==> config.mk <==
export PLATFORM = sky130hd
export DESIGN_NAME = bounded_index_rejection_sampler_unit
export DESIGN_NICKNAME = d
export VERILOG_FILES = /design/src/rtl/bir_pkg.sv /design/src/rtl/bir_ram.sv /design/src/rtl/bir_ctrl.sv /design/src/rtl/bir_dp.sv /design/src/rtl/bounded_index_rejection_sampler_unit.sv
export SDC_FILE = /design/constraint.sdc
export NUM_CORES = 2
export LEC_CHECK = 0
export BUFFER_PORTS_ARGS = -buffer_cell sky130_fd_sc_hd__buf_2
export CAP_MARGIN = 20
export CORE_MARGIN = 4
export CORE_UTILIZATION = 27
export CTS_CLUSTER_DIAMETER = 50
export DETAILED_ROUTE_END_ITERATION = 8
export SLEW_MARGIN = 20
export SYNTH_ARGS = -nofsm -noshare
export SYNTH_HDL_FRONTEND = slang
export SYNTH_HIERARCHICAL = 1
export SYNTH_SLANG_ARGS = --single-unit
==> constraint.sdc <==
create_clock -name clk_i -period 7.5 [get_ports clk_i]
set_clock_uncertainty 0.05 [all_clocks]
set_input_delay 0.375 -clock clk_i [delete_from_list [all_inputs] [get_ports clk_i]]
set_output_delay 0.375 -clock clk_i [all_outputs]
set_load 0.005 [all_outputs]
==> src/rtl/bir_pkg.sv <==
// ----------------------------------------------------------------------------
// bir_pkg
// Shared types and constants of the bounded index rejection sampler.
// ----------------------------------------------------------------------------
package bir_pkg;

  // Field widths of the items.
  localparam int unsigned WordW  = 16;
  localparam int unsigned CountW = 12;
  localparam int unsigned ProdW  = WordW + CountW;

  // Default depth of the spare word pool.
  localparam int unsigned PoolDepthDefault = 128;

  // Reset value of the index count register.
  localparam logic [CountW-1:0] IndexCountReset = 12'd508;

  // Opcodes carried on the input tuser.
  localparam logic OpStore   = 1'b0;
  localparam logic OpPrimary = 1'b1;

  // The remainder 65536 mod s is found one dividend bit per step.
  localparam int unsigned DivSteps = WordW + 1;
  localparam int unsigned StepW    = $clog2(DivSteps);

  // Commands from the controller to the datapath.
  typedef struct packed {
    logic store_word;  // write the input word into the spare pool
    logic load_item;   // latch a primary word, its bound and position
    logic div_step;    // one restoring step of 65536 mod bound
    logic div_first;   // the step brings in the leading one of 65536
    logic mul_word;    // product of the primary word and the bound
    logic rd_issue;    // read the next spare word from the pool
    logic mul_spare;   // product of the spare word and the bound
    logic set_dry;     // a retry found the pool empty
    logic emit;        // load the output register and advance the run
  } bir_cmd_t;

  // Status from the datapath to the controller.
  typedef struct packed {
    logic below;       // low half of the product is under the threshold
    logic pool_avail;  // an unread spare word is left
    logic out_free;    // the output register can take an item now
  } bir_status_t;

endpackage

==> src/rtl/bir_ram.sv <==
// ----------------------------------------------------------------------------
// bir_ram
// Generic single write port, single read port RAM with registered read data.
// ----------------------------------------------------------------------------
module bir_ram #(
  parameter int unsigned WIDTH = 16,
  parameter int unsigned DEPTH = 128,
  localparam int unsigned AW = (DEPTH > 1) ? $clog2(DEPTH) : 1
) (
  input  logic             clk_i,
  input  logic             we_i,
  input  logic [AW-1:0]    waddr_i,
  input  logic [WIDTH-1:0] wdata_i,
  input  logic             re_i,
  input  logic [AW-1:0]    raddr_i,
  output logic [WIDTH-1:0] rdata_o
);

  logic [WIDTH-1:0] mem_q [DEPTH];
  logic [WIDTH-1:0] rdata_q;

  // Write port.
  always_ff @(posedge clk_i) begin
    if (we_i) begin
      mem_q[waddr_i] <= wdata_i;
    end
  end

  // Registered read port.
  always_ff @(posedge clk_i) begin
    if (re_i) begin
      rdata_q <= mem_q[raddr_i];
    end
  end

  assign rdata_o = rdata_q;

endmodule

==> src/rtl/bir_ctrl.sv <==
// ----------------------------------------------------------------------------
// bir_ctrl
// Controller of the sampler: sequences the remainder steps, the retries from
// the spare pool and the hand-off to the output register.
// ----------------------------------------------------------------------------
module bir_ctrl import bir_pkg::*; (
  input  logic        clk_i,
  input  logic        rst_ni,
  input  logic        in_valid_i,
  input  logic        in_op_i,
  output logic        in_ready_o,
  input  bir_status_t status_i,
  output bir_cmd_t    cmd_o
);

  typedef enum logic [5:0] {
    S_IDLE  = 6'b000001,
    S_DIV   = 6'b000010,
    S_CHECK = 6'b000100,
    S_READ  = 6'b001000,
    S_MUL   = 6'b010000,
    S_DONE  = 6'b100000
  } state_e;

  state_e           state_q, state_d;
  logic [StepW-1:0] step_q, step_d;

  assign in_ready_o = (state_q == S_IDLE);

  // Next state and commands.
  always_comb begin
    state_d = state_q;
    step_d  = step_q;
    cmd_o   = '0;
    unique case (state_q)
      S_IDLE: begin
        if (in_valid_i) begin
          if (in_op_i == OpPrimary) begin
            cmd_o.load_item = 1'b1;
            step_d          = '0;
            state_d         = S_DIV;
          end else begin
            cmd_o.store_word = 1'b1;
          end
        end
      end
      S_DIV: begin
        cmd_o.div_step  = 1'b1;
        cmd_o.div_first = (step_q == '0);
        cmd_o.mul_word  = (step_q == '0);
        if (step_q == StepW'(DivSteps - 1)) begin
          state_d = S_CHECK;
        end else begin
          step_d = step_q + 1'b1;
        end
      end
      S_CHECK: begin
        if (status_i.below) begin
          if (status_i.pool_avail) begin
            cmd_o.rd_issue = 1'b1;
            state_d        = S_READ;
          end else begin
            cmd_o.set_dry = 1'b1;
            state_d       = S_DONE;
          end
        end else begin
          state_d = S_DONE;
        end
      end
      S_READ: begin
        state_d = S_MUL;
      end
      S_MUL: begin
        cmd_o.mul_spare = 1'b1;
        state_d         = S_CHECK;
      end
      S_DONE: begin
        if (status_i.out_free) begin
          cmd_o.emit = 1'b1;
          state_d    = S_IDLE;
        end
      end
      default: begin
        state_d = S_IDLE;
      end
    endcase
  end

  // State registers.
  always_ff @(posedge clk_i or negedge rst_ni) begin
    if (!rst_ni) begin
      state_q <= S_IDLE;
      step_q  <= '0;
    end else begin
      state_q <= state_d;
      step_q  <= step_d;
    end
  end

endmodule

==> src/rtl/bir_dp.sv <==
// ----------------------------------------------------------------------------
// bir_dp
// Datapath of the sampler: count register, run position, pool pointers and
// pool RAM, the bit-serial remainder, the multiplier and the output register.
// ----------------------------------------------------------------------------
module bir_dp import bir_pkg::*; #(
  parameter int unsigned POOL_DEPTH = PoolDepthDefault
) (
  input  logic              clk_i,
  input  logic              rst_ni,
  input  logic              cfg_we_i,
  input  logic [CountW-1:0] cfg_wdata_i,
  input  logic [WordW-1:0]  in_word_i,
  input  bir_cmd_t          cmd_i,
  output bir_status_t       status_o,
  output logic              out_valid_o,
  input  logic              out_ready_i,
  output logic [CountW-1:0] out_index_o,
  output logic [CountW-1:0] out_pos_o,
  output logic              out_last_o,
  output logic              out_dry_o
);

  localparam int unsigned AW = (POOL_DEPTH > 1) ? $clog2(POOL_DEPTH) : 1;
  localparam int unsigned PW = $clog2(POOL_DEPTH + 1);

  logic [CountW-1:0] index_count_q;
  logic [CountW-1:0] run_pos_q, run_pos_d;
  logic [PW-1:0]     wptr_q, wptr_d;
  logic [PW-1:0]     rptr_q, rptr_d;
  logic [CountW-1:0] bound_q, pos_q, rem_q;
  logic [WordW-1:0]  word_q;
  logic [ProdW-1:0]  m_q;
  logic              dry_q;
  logic              out_valid_q;
  logic [CountW-1:0] out_index_q, out_pos_q;
  logic              out_last_q, out_dry_q;

  logic [CountW-1:0] count_c, pos_c;
  logic [CountW:0]   shifted_c;
  logic [WordW-1:0]  spare_c;
  logic              pool_full_c;
  logic              last_c;

  // Spare word pool.
  bir_ram #(
    .WIDTH(WordW),
    .DEPTH(POOL_DEPTH)
  ) u_pool (
    .clk_i  (clk_i),
    .we_i   (cmd_i.store_word && !pool_full_c),
    .waddr_i(wptr_q[AW-1:0]),
    .wdata_i(in_word_i),
    .re_i   (cmd_i.rd_issue),
    .raddr_i(rptr_q[AW-1:0]),
    .rdata_o(spare_c)
  );

  assign pool_full_c = (wptr_q == PW'(POOL_DEPTH));
  assign last_c      = (bound_q == CountW'(1));

  // Bound and position of a new primary word; a count of zero acts as one.
  assign count_c = (index_count_q == '0) ? CountW'(1) : index_count_q;
  assign pos_c   = (run_pos_q >= count_c) ? '0 : run_pos_q;

  // One restoring step of 65536 mod bound.
  assign shifted_c = {rem_q, cmd_i.div_first};

  assign status_o.below      = (m_q[WordW-1:0] < {{(WordW-CountW){1'b0}}, rem_q});
  assign status_o.pool_avail = (rptr_q < wptr_q);
  assign status_o.out_free   = !out_valid_q || out_ready_i;

  // Configuration register.
  always_ff @(posedge clk_i or negedge rst_ni) begin
    if (!rst_ni) begin
      index_count_q <= IndexCountReset;
    end else if (cfg_we_i) begin
      index_count_q <= cfg_wdata_i;
    end
  end

  // Run position and pool pointers; the end of a run empties the pool.
  always_comb begin
    run_pos_d = run_pos_q;
    wptr_d    = wptr_q;
    rptr_d    = rptr_q;
    if (cmd_i.store_word && !pool_full_c) begin
      wptr_d = wptr_q + 1'b1;
    end
    if (cmd_i.rd_issue) begin
      rptr_d = rptr_q + 1'b1;
    end
    if (cmd_i.emit) begin
      if (last_c) begin
        run_pos_d = '0;
        wptr_d    = '0;
        rptr_d    = '0;
      end else begin
        run_pos_d = pos_q + 1'b1;
      end
    end
  end

  always_ff @(posedge clk_i or negedge rst_ni) begin
    if (!rst_ni) begin
      run_pos_q <= '0;
      wptr_q    <= '0;
      rptr_q    <= '0;
    end else begin
      run_pos_q <= run_pos_d;
      wptr_q    <= wptr_d;
      rptr_q    <= rptr_d;
    end
  end

  // Working registers of the item in flight.
  always_ff @(posedge clk_i) begin
    if (cmd_i.load_item) begin
      word_q  <= in_word_i;
      bound_q <= count_c - pos_c;
      pos_q   <= pos_c;
      rem_q   <= '0;
    end
    if (cmd_i.div_step) begin
      if (shifted_c >= {1'b0, bound_q}) begin
        rem_q <= CountW'(shifted_c - {1'b0, bound_q});
      end else begin
        rem_q <= shifted_c[CountW-1:0];
      end
    end
    if (cmd_i.mul_word) begin
      m_q <= word_q * bound_q;
    end else if (cmd_i.mul_spare) begin
      m_q <= spare_c * bound_q;
    end
  end

  always_ff @(posedge clk_i or negedge rst_ni) begin
    if (!rst_ni) begin
      dry_q <= 1'b0;
    end else if (cmd_i.load_item) begin
      dry_q <= 1'b0;
    end else if (cmd_i.set_dry) begin
      dry_q <= 1'b1;
    end
  end

  // Output register; a new item may replace one taken in the same cycle.
  always_ff @(posedge clk_i or negedge rst_ni) begin
    if (!rst_ni) begin
      out_valid_q <= 1'b0;
    end else if (cmd_i.emit) begin
      out_valid_q <= 1'b1;
    end else if (out_ready_i) begin
      out_valid_q <= 1'b0;
    end
  end

  always_ff @(posedge clk_i) begin
    if (cmd_i.emit) begin
      out_index_q <= dry_q ? '0 : m_q[ProdW-1:WordW];
      out_pos_q   <= pos_q;
      out_last_q  <= last_c;
      out_dry_q   <= dry_q;
    end
  end

  assign out_valid_o = out_valid_q;
  assign out_index_o = out_index_q;
  assign out_pos_o   = out_pos_q;
  assign out_last_o  = out_last_q;
  assign out_dry_o   = out_dry_q;

  // The read pointer never passes the fill count.
  assert property (@(posedge clk_i) disable iff (!rst_ni) rptr_q <= wptr_q)
    else $error("pool read pointer passed write pointer");

  // The fill count never exceeds the pool depth.
  assert property (@(posedge clk_i) disable iff (!rst_ni) wptr_q <= PW'(POOL_DEPTH))
    else $error("pool write pointer beyond depth");

  // A finished remainder is below the bound.
  assert property (@(posedge clk_i) disable iff (!rst_ni) cmd_i.emit |-> rem_q < bound_q)
    else $error("remainder not below bound");

  // An accepted index lies below its bound.
  assert property (@(posedge clk_i) disable iff (!rst_ni)
                   cmd_i.emit && !dry_q |-> m_q[ProdW-1:WordW] < bound_q)
    else $error("index not below bound");

endmodule

==> src/rtl/bounded_index_rejection_sampler_unit.sv <==
// ----------------------------------------------------------------------------
// bounded_index_rejection_sampler_unit
// Unbiased shuffle index sampler with a spare word pool for retries.
// ----------------------------------------------------------------------------
// Usage:
// The input stream carries 16-bit random words; tuser is the opcode. An
// opcode of zero stores the word in the spare pool, unless the pool is full. An
// opcode of one is the primary word of the next index; it yields one output
// item with the index and its position (tdata), the end of run (tlast) and
// a pool-empty flag (tuser). The bound counts down from index_count to one.
// A primary word is accepted, then the bit-serial remainder 65536 mod bound
// is worked out, then the product is checked and the item handed off. Each
// retry from the pool adds a RAM read, a multiply and a check.
// One item is in work at a time; stores wait until the index is handed off.
// The output register holds a finished item while the receiver stalls. The
// block still accepts stores and one more primary word, works that word out
// and then waits in its hand-off step, taking no further item until the
// output register can take the new one.
// After reset the count is 508 and the run position and pool are empty;
// the end of a run empties the pool again. The user writes index_count only
// while the block is idle; the block itself does not enforce this.
// ----------------------------------------------------------------------------
module bounded_index_rejection_sampler_unit import bir_pkg::*; #(
  parameter int unsigned POOL_DEPTH = PoolDepthDefault
) (
  input  logic                clk_i,
  input  logic                rst_ni,
  input  logic                cfg_we_i,
  input  logic [CountW-1:0]   cfg_wdata_i,   // index_count
  input  logic                s_axis_tvalid,
  output logic                s_axis_tready,
  input  logic [WordW-1:0]    s_axis_tdata,  // [15:0] random_word
  input  logic                s_axis_tuser,  // [0] opcode
  output logic                m_axis_tvalid,
  input  logic                m_axis_tready,
  output logic [2*CountW-1:0] m_axis_tdata,  // [11:0] index_value, [23:12] position
  output logic                m_axis_tlast,  // last_of_run
  output logic                m_axis_tuser   // [0] pool_exhausted
);

  bir_cmd_t    cmd;
  bir_status_t status;
  logic        ready;

  // Sequencer.
  bir_ctrl u_ctrl (
    .clk_i     (clk_i),
    .rst_ni    (rst_ni),
    .in_valid_i(s_axis_tvalid),
    .in_op_i   (s_axis_tuser),
    .in_ready_o(ready),
    .status_i  (status),
    .cmd_o     (cmd)
  );

  // Storage and arithmetic.
  bir_dp #(
    .POOL_DEPTH(POOL_DEPTH)
  ) u_dp (
    .clk_i      (clk_i),
    .rst_ni     (rst_ni),
    .cfg_we_i   (cfg_we_i),
    .cfg_wdata_i(cfg_wdata_i),
    .in_word_i  (s_axis_tdata),
    .cmd_i      (cmd),
    .status_o   (status),
    .out_valid_o(m_axis_tvalid),
    .out_ready_i(m_axis_tready),
    .out_index_o(m_axis_tdata[CountW-1:0]),
    .out_pos_o  (m_axis_tdata[2*CountW-1:CountW]),
    .out_last_o (m_axis_tlast),
    .out_dry_o  (m_axis_tuser)
  );

  assign s_axis_tready = ready;

endmodule
==> run_results.csv <==
group,metric,value,unit
run_status,outcome,"finished clean",
setup_path,crit_fanout,24,
global_routing,antenna_found_initial,20,
yosys,syn_nets,5817,
drt,detail-route-antenna-nets,0,
clocking,cts_made_buffers,277,
global_routing,grt_pass1_vias,51800,
floorplanning,rows,222,
pwr,cellLeakagePower,40.1,nW
clocking,clk_pin_slew,0.05,ns
global_routing,track_usage,12.5,%
sta,fin_crit_sh,83.4,%
clocking,cts_sinks,2223,
setup_path,cpMostUsedCell,"fa_1",
yosys,syn-instance-count,5310,
drt,drt-total-wl,243,mm
setup_path,critPathKind,"flip-flop to flip-flop",
clocking,clk_latency,0.85,ns
job,cap_violations,0,
setup_path,cp_cell_sequence,"buf_4 > nand2_1 > fa_1 > fa_1 > inv_1 > fa_1 > fa_1 > inv_1 > fa_1 > inv_1 > ha_1 > a21o_1 > a21oi_1 > o22ai_1 > a211oi_1 > nor2b_1 > o22ai_1 > xor2_1 > a21oi_1",
cells_and_area,fillers,34900,
pwr,ir_drop,790,uV
sta,setup_violations,0,
sta,period_minus_slack,6.25,ns
sta,worst_slew_pin_slew,1.17,ns
yosys,synth-edff-count,2170,
sta,hold_slack,0.0586,ns
clocking,cts_hold_buf,51,
cells_and_area,area.growth.synth_to_final,16.9,%
yosys,synthFlopType,"edfxtp_1",
clocking,clk_path_buf_depth,4,
global_routing,grt_start_max_net_pins,119,
clocking,cts_tree,"built",
pwr,p_per_area,413,mW/mm^2
setup_path,crit_path_start_kind,"flip-flop",
worst_hold_path,hold_path_class,"input port to flip-flop",
setup_path,cp-end-kind,"flip-flop",
clocking,post_cts_resized,0,
drt,drcViolationCount,0,
cells_and_area,post-route-util,31.7,%
setup_path,slowest_delay,0.58,ns
placed_design,dpl.hpwl,149,mm
yosys,syn_avg_cell_area,18.7,um^2
sta,fmax,160,MHz
drt,viasPerCell,4.70,
yosys,syn_area,0.0993,mm^2
clocking,root_buffer,"clkbuf_16",
floorplanning,die_w,615,um
sta,rsz0062_at_grt,"false",
global_routing,grt-ovfl-total,0,
yosys,synth.ff_latch_count,2223,
yosys,async_flop_share,2.38,%
setup_path,worstPathRequired,8.03,ns
floorplanning,die_area,0.378,mm^2
placed_design,placed_cells,10100,
setup_path,critPathSlowestCell,"fa_1",
sta,hold_violations,0,
drt,vias,50100,
clocking,cts_max_level,5,
placed_design,place.gp.congestion,0.824,
floorplanning,design.core.area,0.366,mm^2
yosys,yosysUniqueCellTypes,82,
yosys,seq_area_frac_synth,66.9,%
setup_path,crit_arrival,6.78,ns
cells_and_area,stdcell_count,10700,
sta,setup_tns,0,ns
drt,first_pass_iters,5,
placed_design,portBuffers,61,
sta,slew_headroom,22.2,%
cells_and_area,final_nets,6134,
floorplanning,dieHeight,615,um
clocking,cts_setup_buffers,0,
drt,first_iter_violations,5020,
sta,drv_slew,0,
yosys,ys_warn_count,6,
floorplanning,initial_core_util,27.1,%
cells_and_area,drive_gt1_share,24.3,%
drt,wire_per_inst,22.7,um
floorplanning,io_pins,62,
global_routing,grt_first_pass_wirelength,357,mm
-- worst paths after layout --
check,slack (ns),from,end,depth (start not counted)
max,1.25,u_dp/bound_q[3],u_dp/m_q[23],19
min,0.06,s_axis_tdata[1],u_dp/u_pool/mem_q[117][1],1
max reg2reg,1.25,u_dp/bound_q[3],u_dp/m_q[23],19
min reg2reg,0.44,u_dp/pos_q[11],u_dp/out_pos_o[11],0
max in group asynchronous,6.25,rst_ni,u_dp/index_count_q[6],4
min in group asynchronous,0.50,rst_ni,u_dp/rptr_q[0],3
-- flip-flops by register name (all words and copies together) (netlist names), 5 cells and up --
| register | cells |
|---|---|
| u_ctrl/step_q | 5 |
| u_dp/out_index_o | 12 |
| u_dp/run_pos_q | 12 |
| u_ctrl/state_q | 6 |
| u_dp/index_count_q | 12 |
| u_dp/word_q | 16 |
| u_dp/bound_q | 12 |
| u_dp/pos_q | 12 |
| u_dp/m_q | 28 |
| u_dp/rptr_q | 8 |
| u_dp/u_pool/mem_q | 2048 |
| u_dp/wptr_q | 8 |
| u_dp/u_pool/rdata_o | 16 |
| u_dp/out_pos_o | 12 |
| u_dp/rem_q | 12 |
-- layout by cell type (no fill, tap or decap), drive strengths merged, types with 8 or more instances in the layout --
cell         Yosys  layout
edfxtp        2170    2170
mux4           672     672
inv            445     470
nand2          340     340
clkbuf         183     330
fa             282     282
buf             89     258
ha             191     191
nor2           190     190
and2           138     138
clkinv           0      85
o21ai           55      55
a21oi           53      53
dlygate4sd3      0      52
xnor2           49      49
dfrtp           45      45
nor2b           43      43
nand3           38      38
xor2            34      34
a21o            34      34
bufinv           0      33
nor3            26      26
mux2            24      24
clkinvlp         0      21
mux2i           21      21
diode            0      18
o22ai           16      16
nand2b          14      14
nand4           13      13
a211oi          10      10
o21a            10      10
o211ai           9       9
a31oi            9       9
dfstp            8       8
and3             8       8
nor4             8       8
o31ai            8       8
-- final cells by class --
type	count	area (um^2)	share of cell area, %
well taps	4816	6030	5.19
flip-flops and latches	2223	66500	57.3
multi-input cells	2370	30100	25.9
clock inverters	164	1930	1.66
clock buffers	330	7310	6.30
inverters	445	1670	1.44
diodes	18	45.0	0.0388
repair buffers	310	2470	2.12
-- worst max-delay path, delay by kind of cell (launching register included) --
family | cells | cell delay, ns
XOR/XNOR | 1 | 0.24
AND/OR/NAND/NOR | 2 | 0.26
adder cells (fa/ha/maj) | 6 | 3.04
buffers and inverters | 4 | 0.57
AO/OA/AOI/OAI | 6 | 1.28
flip-flops | 1 | 0.55
-- cell usage after synthesis (7+ instances only) --
library cell	instances	area share [%]
a211oi_1	10	0.076
a21o_1	33	0.25
a21oi_1	52	0.26
a31oi_1	7	0.044
and2_1	136	0.86
and3_1	8	0.050
buf_1	30	0.11
buf_2	53	0.27
clkbuf_1	183	0.69
dfrtp_1	45	1.1
dfstp_2	8	0.21
edfxtp_1	2170	66
fa_1	282	5.7
ha_1	191	2.4
inv_1	445	1.7
mux2_2	24	0.27
mux2i_1	21	0.21
mux4_2	672	15
nand2_1	340	1.3
nand2b_1	14	0.088
nand3_1	37	0.19
nand4_1	13	0.082
nor2_1	190	0.72
nor2b_1	43	0.27
nor3_1	25	0.13
o211ai_1	9	0.068
o21a_1	8	0.060
o21ai_0	48	0.24
o22ai_1	16	0.10
xnor2_1	49	0.43
xor2_1	34	0.30
-- power breakdown --
group | switching [mW] | internal [mW]
sequential | 0.282 | 14.3
combinational | 12.0 | 8.03
clock | 5.19 | 8.16
-- through the flow --
step | worst slack (ns) | cell area, um^2 | total power [mW]
detailed placement | 1.22 | 106000 | 34.7
finish | 1.25 | 116000 | 48.0
floorplan | 1.91 | 99300 | 29.2
global route | 0.833 | 116000 | 51.3
CTS | 1.20 | 116000 | 48.3
global placement | 1.28 | 106000 | 34.7
-- metal layers --
layer  GRT usage [%]  up-vias  wire, um
met3            2.19      330     16100
met4            3.36        6      6040
met2            19.8     1675    114000
met1            17.7    26900    106000
met5               0        -        34
li1                -    21200         -
-- logic make-up (layout without fill, tap and decap cells) --
| kind of cell | Yosys count | after routing | synth area share [%] |
|---|---|---|---|
| flops | 2223 | 2223 | 66.9 |
| simple gates | 846 | 846 | 3.99 |
| mux | 717 | 717 | 15.7 |
| buf+inv | 717 | 1249 | 2.81 |
| fa+ha+maj | 473 | 473 | 8.09 |
| compound gates | 251 | 251 | 1.72 |
| xor+xnor | 83 | 83 | 0.732 |
| other cells | 0 | 18 | 0 |
Power figures use the tool's default switching activity.
